`config.mk`:
```
export PLATFORM = sky130hd
export DESIGN_NAME = tql_ctrl
export DESIGN_NICKNAME = d
export VERILOG_FILES = /design/src/hw/rtl/tql_pkg.sv /design/src/hw/rtl/tql_ctrl.sv
export SDC_FILE = /design/constraint.sdc
export NUM_CORES = 1
export LEC_CHECK = 0
export BUFFER_PORTS_ARGS = -buffer_cell sky130_fd_sc_hd__buf_2
export CORE_AREA = 2 2 39 41
export CTS_CLUSTER_DIAMETER = 30
export CTS_CLUSTER_SIZE = 14
export DETAILED_ROUTE_END_ITERATION = 10
export DIE_AREA = 0 0 41 43
export GPL_ROUTABILITY_DRIVEN = 0
export PLACE_DENSITY = 0.71
export SLEW_MARGIN = 20
export SYNTH_ARGS = -nofsm -noshare
export SYNTH_HDL_FRONTEND = slang
export SYNTH_SLANG_ARGS = --single-unit
```
`constraint.sdc`:
```
create_clock -name clk -period 2.47 [get_ports clk]
set_clock_uncertainty 0.2 [all_clocks]
set_input_delay 0.247 -clock clk [delete_from_list [all_inputs] [get_ports clk]]
set_output_delay 0.247 -clock clk [all_outputs]
set_load 0.03 [all_outputs]
```
`src/hw/rtl/tql_pkg.sv`:
```
// tql_pkg: shared sizes, register codes and control structures for the q-learning agent
// used by tql_ctrl, tql_datapath and tabular_q_learning_agent; no dependencies
`timescale 1ns / 1ps

package tql_pkg;

    // table geometry (powers of two)
    localparam int STATE_COUNT = 4096;
    localparam int MAX_ACTIONS = 16;
    localparam int VALUE_BITS  = 32;

    localparam int STATE_BITS  = $clog2(STATE_COUNT);
    localparam int ACTION_BITS = $clog2(MAX_ACTIONS);
    localparam int ADDR_W      = STATE_BITS + ACTION_BITS;
    localparam int DEPTH       = STATE_COUNT * MAX_ACTIONS;
    // wide enough to hold MAX_ACTIONS itself
    localparam int CNT_W       = ACTION_BITS + 1;

    // fixed field widths
    localparam int STATE_IN_W  = 12;
    localparam int ACT_IN_W    = 4;
    localparam int REWARD_W    = 32;
    localparam int CHANCE_W    = 16;
    localparam int PICK_W      = 16;
    localparam int OUT_ACT_W   = 4;
    localparam int OUT_VALUE_W = 32;
    localparam int MOD_CNT_W   = $clog2(PICK_W);

    // configuration port
    localparam int CFG_W       = 17;
    localparam int CFG_IDX_W   = 2;
    localparam int ACT_REG_W   = 5;
    localparam int FRAC_W      = 17;
    localparam int FRAC_SHIFT  = 16;
    localparam logic [FRAC_W-1:0] FRAC_ONE = 17'h10000;

    localparam logic [CFG_IDX_W-1:0] REG_ACTIONS  = 2'd0;
    localparam logic [CFG_IDX_W-1:0] REG_EXPLORE  = 2'd1;
    localparam logic [CFG_IDX_W-1:0] REG_LEARN    = 2'd2;
    localparam logic [CFG_IDX_W-1:0] REG_DISCOUNT = 2'd3;

    localparam logic [ACT_REG_W-1:0] ACTIONS_RESET  = 5'd4;
    localparam logic [FRAC_W-1:0]    EXPLORE_RESET  = 17'd65536;
    localparam logic [FRAC_W-1:0]    LEARN_RESET    = 17'd6554;
    localparam logic [FRAC_W-1:0]    DISCOUNT_RESET = 17'd58982;

    // arithmetic widths
    localparam int GM_W   = VALUE_BITS + 2;
    localparam int DIFF_W = ((GM_W > REWARD_W) ? GM_W : REWARD_W) + 2;
    localparam int P1_W   = VALUE_BITS + FRAC_W + 1;
    localparam int P2_W   = DIFF_W + FRAC_W + 1;
    localparam int NV_W   = DIFF_W + 2;

    typedef struct packed {
        logic [CNT_W-1:0]  n_act;
        logic [FRAC_W-1:0] explore_rate;
        logic [FRAC_W-1:0] alpha;
        logic [FRAC_W-1:0] gamma;
    } cfg_t;

    typedef struct packed {
        logic                       mode;
        logic [STATE_IN_W-1:0]      state_index;
        logic [ACT_IN_W-1:0]        taken_action;
        logic signed [REWARD_W-1:0] reward;
        logic [STATE_IN_W-1:0]      reached_state;
        logic [CHANCE_W-1:0]        chance;
        logic [PICK_W-1:0]          random_pick;
    } item_t;

    typedef struct packed {
        logic load;
        logic clear_wr;
        logic scan_rd;
        logic rd_q;
        logic mul1;
        logic cap_q;
        logic sum;
        logic mul2;
        logic sat;
        logic write_q;
        logic mod_step;
        logic out_load;
    } cmd_t;

    typedef struct packed {
        logic mode;
        logic explore;
        logic scan_last;
        logic mod_last;
        logic clr_last;
    } status_t;

endpackage

```
`src/hw/rtl/tql_ctrl.sv`:
```
// tql_ctrl: sequencing state machine for the q-learning agent
// depends on tql_pkg; issues cmd_t to tql_datapath and reads back status_t
`timescale 1ns / 1ps

module tql_ctrl (
    input  logic             clk,
    input  logic             rst_n,
    input  logic             in_valid,
    output logic             in_ready,
    output logic             out_valid,
    input  logic             out_ready,
    input  tql_pkg::status_t status,
    output tql_pkg::cmd_t    cmd
);
    import tql_pkg::*;

    typedef enum logic [3:0] {
        S_CLEAR,
        S_IDLE,
        S_START,
        S_MOD,
        S_SCAN,
        S_SCAN_WAIT,
        S_READ_Q,
        S_Q_WAIT,
        S_SUM,
        S_MUL2,
        S_SAT,
        S_WRITE,
        S_OUT
    } state_t;

    state_t state_reg;
    state_t state_next;
    logic   out_valid_reg;
    logic   out_valid_next;
    logic   out_free;

    assign out_free  = !out_valid_reg || out_ready;
    assign in_ready  = (state_reg == S_IDLE);
    assign out_valid = out_valid_reg;

    always_comb
    begin
        cmd        = '0;
        state_next = state_reg;
        unique case (state_reg)
            S_CLEAR:
            begin
                cmd.clear_wr = 1'b1;
                if (status.clr_last)
                begin
                    state_next = S_IDLE;
                end
            end
            S_IDLE:
            begin
                if (in_valid)
                begin
                    cmd.load   = 1'b1;
                    state_next = S_START;
                end
            end
            S_START:
            begin
                if (!status.mode && status.explore)
                begin
                    state_next = S_MOD;
                end
                else
                begin
                    state_next = S_SCAN;
                end
            end
            S_MOD:
            begin
                cmd.mod_step = 1'b1;
                if (status.mod_last)
                begin
                    state_next = S_OUT;
                end
            end
            S_SCAN:
            begin
                cmd.scan_rd = 1'b1;
                if (status.scan_last)
                begin
                    state_next = S_SCAN_WAIT;
                end
            end
            S_SCAN_WAIT:
            begin
                // last entry of the row is compared in this cycle
                state_next = status.mode ? S_READ_Q : S_OUT;
            end
            S_READ_Q:
            begin
                cmd.rd_q   = 1'b1;
                cmd.mul1   = 1'b1;
                state_next = S_Q_WAIT;
            end
            S_Q_WAIT:
            begin
                cmd.cap_q  = 1'b1;
                state_next = S_SUM;
            end
            S_SUM:
            begin
                cmd.sum    = 1'b1;
                state_next = S_MUL2;
            end
            S_MUL2:
            begin
                cmd.mul2   = 1'b1;
                state_next = S_SAT;
            end
            S_SAT:
            begin
                cmd.sat    = 1'b1;
                state_next = S_WRITE;
            end
            S_WRITE:
            begin
                cmd.write_q = 1'b1;
                state_next  = S_OUT;
            end
            S_OUT:
            begin
                if (out_free)
                begin
                    cmd.out_load = 1'b1;
                    state_next   = S_IDLE;
                end
            end
            default:
            begin
                state_next = S_IDLE;
            end
        endcase
    end

    always_comb
    begin
        out_valid_next = out_valid_reg && !out_ready;
        if (cmd.out_load)
        begin
            out_valid_next = 1'b1;
        end
    end

    always_ff @(posedge clk or negedge rst_n)
    begin
        if (!rst_n)
        begin
            state_reg     <= S_CLEAR;
            out_valid_reg <= 1'b0;
        end
        else
        begin
            state_reg     <= state_next;
            out_valid_reg <= out_valid_next;
        end
    end

endmodule

```
; ---- Yosys cells after proc, flatten, opt, wreduce, memory -nomap -nowiden
; Cells that the tools add are included.
[totals]
regBits = 5
word_cells = 49
[classes]
n_eq_ne = 17
n_mux = 22
n_reduce_logical = 8
[ops]
columns = cell, n
row1 = one-hot mux 4 bit (13 select lines), 1
row2 = two-way mux 4 bit, 6
row3 = equality test 4 bit (second input constant), 5
row4 = equality test 4 x 3 -> 1 bit (second input constant), 4
row5 = two-way mux 1 bit, 13
row6 = != test 2 bit (second input constant), 5
row7 = equality test 4 x 2 -> 1 bit (second input constant), 2
row8 = AND reduction 5 bit, 1
row9 = equality test 4 x 1 -> 1 bit (second input constant), 1
row10 = logical NOT 4 bit, 1
row11 = logical NOT 1 bit, 3
row12 = two-way mux 3 bit, 1
row13 = logical AND 1 bit, 2
row14 = two-way mux 2 bit, 1
row15 = logical OR 1 bit, 1

; ---- Longest topological paths before layout
[logic_depth]
ltp_word = 5
mapped_depth = 5

; ---- Least setup slack after synthesis
; Ideal clock, no wire load.
[synth_timing]
kind = flip-flop to output port
from = register state_reg[1]
to = output port cmd[11] (netlist name)
stages_incl_launch_ff = 5
n_path_buf = 1
t_arrival_ns = 1.780
setup_slack_ns = 0.243
cell_sequence = dfrtp_1 -> buf_4 -> nand2b_1 -> nor3_1 -> and2_1
[synth_lines]
columns = element, line
row1 = "start, declared", tql_ctrl.sv:33  ; state_t state_reg;
row2 = "start signal, assigned", tql_ctrl.sv:160  ; state_reg <= state_next;
row3 = "end, declared", tql_ctrl.sv:13  ; output tql_pkg::cmd_t cmd

==> impl_metrics.csv <==
group,metric,value,unit
outcome,outcome,"complete, no violations",
finish,multi_input_area,330.3,µm²
sta,rsz0062_at_grt,"no",
power_and_ir_drop,ir_drop,0.5607,mV
global_route,grt.total_usage,14.31,%
clock_tree,cts_buffers,3,
flow_run,maxCapViolations,0,
finish,area.growth.synth_to_final,28.97,%
critical_path,worst-setup-path-type,"register to output pin",
yosys,synth_area_leader_cell,"dfrtp_1",
critical_path,reg2reg_depth,4,
yosys,synthCells,53,
yosys,syn_avg_cell_area,9.207,µm²
critical_path,worst_ep_required_time,2020,ps
die,die_y,43,µm
die,core_region_area,1384,µm²
sta,worst_slack,415.0,ps
yosys,synth_cell_types,30,
yosys,synth_ff_type,"dfrtp_1",
critical_path,cp-start-kind,"register",
clock_tree,postCtsSetupRepairBufs,0,
critical_path,crit_fanout,16,
clock_tree,clkLatencyLatePin,250,ps
place,post-place-ws,572.4,ps
yosys,synth.area.top_cells,"dfrtp_1 26%, o32ai_4 11%, mux2_4 6.2%, nor2_1 6.2%, nand2b_1 3.8%",
sta,fin_tns_setup,0,ps
yosys,synth_edf_count,0,
detailed_routing,via_per_inst,5.250,
hold_path,hold-path-cell-count,3,
yosys,synthMuxAreaShare,6.154,%
yosys,async_flop_share,100.0,%
sta,clock.fmax,0.4866,GHz
clock_tree,cts_root_buf,"clkbuf_4",
global_route,grt_max_degree,17,
finish,n_antenna_cell,0,
yosys,ys_ff_latch,5,
detailed_routing,wl_per_cell,11.93,µm
critical_path,worst_setup_path_end_kind,"output pin",
power_and_ir_drop,total_power,0.0008443,W
yosys,yosysSeqAreaShare,25.64,%
finish,fill_cells,146,
detailed_routing,wl,1098,µm
detailed_routing,drt-pass1-iter-count,3,
yosys,yosys.area_share.simple,32.56,%
finish,regArea,125.1,µm²
finish,layout-drive-gt1-share,46.05,%
sta,timing.final.crit_share,83.20,%
die,dieArea,1763,µm²
finish,final_nets,86,
place,dp_hpwl,832.1,µm
sta,slew_viol_final,0,
yosys,synth_top_family_by_area,"simple AND/OR/NAND/NOR gates",
yosys,synth_top_area_share,25.64,%
yosys,yosys_warnings,0,
detailed_routing,vias,483,
yosys,synth_fa_ha_area_share,0,%
detailed_routing,postRouteAntennaNets,0,
global_route,grt_pass1_vias,406,
yosys,syn_area,488.0,µm²
clock_tree,cts_resized,0,
die,initial_utilization,35.26,%
place,port_buffers,22,
clock_tree,clockBufferDepth,2,
yosys,synth-xor-area-share,0,%
clock_tree,clkTransAtPathRegs,50,ps
yosys,synth_compound_area_share,28.97,%
power_and_ir_drop,p_per_area,1342,nW/µm²
critical_path,arrival,1610,ps
global_route,grt_pass1_wl,1683,µm
clock_tree,cts_tree,"yes",
die,rows,14,
sta,slew_headroom,64.99,%
sta,finalCriticalPeriod,2055,ps
detailed_routing,drcViolationCount,0,
clock_tree,htree_levels,1,
yosys,syn_nets,62,
power_and_ir_drop,cellLeakagePower,0.3055,nW
global_route,overflow,0,
global_route,antenna_found_initial,0,
die,die_x,41,µm
sta,finalSetupViolCount,0,
finish,final_util,45.48,%
sta,finalHoldViolations,0,
clock_tree,cts.sinks,5,
die,ios,23,
finish,largest_reg_flops,4,
hold_path,hp-class,"input pin to register",
detailed_routing,drtIter0Drc,17,
sta,worst_pin_slew,525.2,ps
## report_power, final
group          switching, W   total, W  leakage (nW)  internal [W]
clock network     0.0000374  0.0000987        0.0150     0.0000613
registers         0.0000956   0.000213        0.0634      0.000118
logic              0.000300   0.000532         0.227      0.000232
total              0.000433   0.000844         0.305      0.000412
## what timing repair did
| item | CTS | global route |
|---|---|---|
| setup endpoints to repair | 0 | 0 |
| endpoints found under the hold margin | 5 | 0 |
| hold buffers | 1 | 0 |
## Yosys cell counts, types with 2 or more instances
cell / number
o32ai_4: 2
mux2_4: 2
buf_4: 2
nand2_1: 3
buf_2: 2
nor2_1: 8
nor3_1: 2
o32ai_1: 2
dfrtp_1: 5
nand2b_1: 3
o21a_1: 2
inv_1: 2
## placed cells by master (no fill, tap or decap), types with 2 or more instances in the layout
cell type  Yosys  final
o21a_1         2      2
nor2_1         8      8
buf_2          2     22
o32ai_1        2      2
inv_1          2      2
o32ai_4        2      2
dfrtp_1        5      5
mux2_4         2      2
clkbuf_4       0      3
nand2_1        3      3
nand2b_1       3      3
nor3_1         2      2
## path summary, 6_finish.rpt
path,slack (ps),from,to
max,410,state_reg[2],cmd[0]
min,120,out_ready,out_valid
max reg2reg,560,state_reg[1],state_reg[1]
min reg2reg,490,out_valid,out_valid
max in group asynchronous,1800,rst_n,state_reg[0]
min in group asynchronous,140,rst_n,out_valid
## area by class of cell
class | instances | area share, %
Clock buffer | 4 | 4.175
Inverter | 2 | 1.193
Multi-Input combinational cell | 42 | 52.49
Sequential cell | 5 | 19.88
Tap cell | 16 | 3.181
Timing Repair Buffer | 23 | 19.09
## routing by layer
layer / wire, µm / GRT usage, %
met5: 0 / 0
met4: 10 / 6.000
met3: 60 / 6.283
met2: 532 / 20.63
met1: 494 / 17.92
## logic make-up (layout without fill, tap and decap cells)
family                 Yosys count  after routing
and+or+nand+nor                 27             27
AOI/OAI and AO/OA               13             13
buffers and inverters            6             29
DFF                              5              5
muxes                            2              2
## stage by stage
stage               area [µm²]  hold slack, ps  std cells
global route             629.4           143.2         92
floorplan                488.0          -248.6         53
detailed placement       593.1          -131.7         87
CTS                      629.4           111.9         92
finish                   629.4           124.4         92
global placement         593.1          -132.5         87
## critical path, stage by stage, from the launching register on
cell and delay (ps):
dfrtp_1 660, nand4bb_1 330, nor2b_1 170, buf_2 200
(Power assumes the default switching activity.)
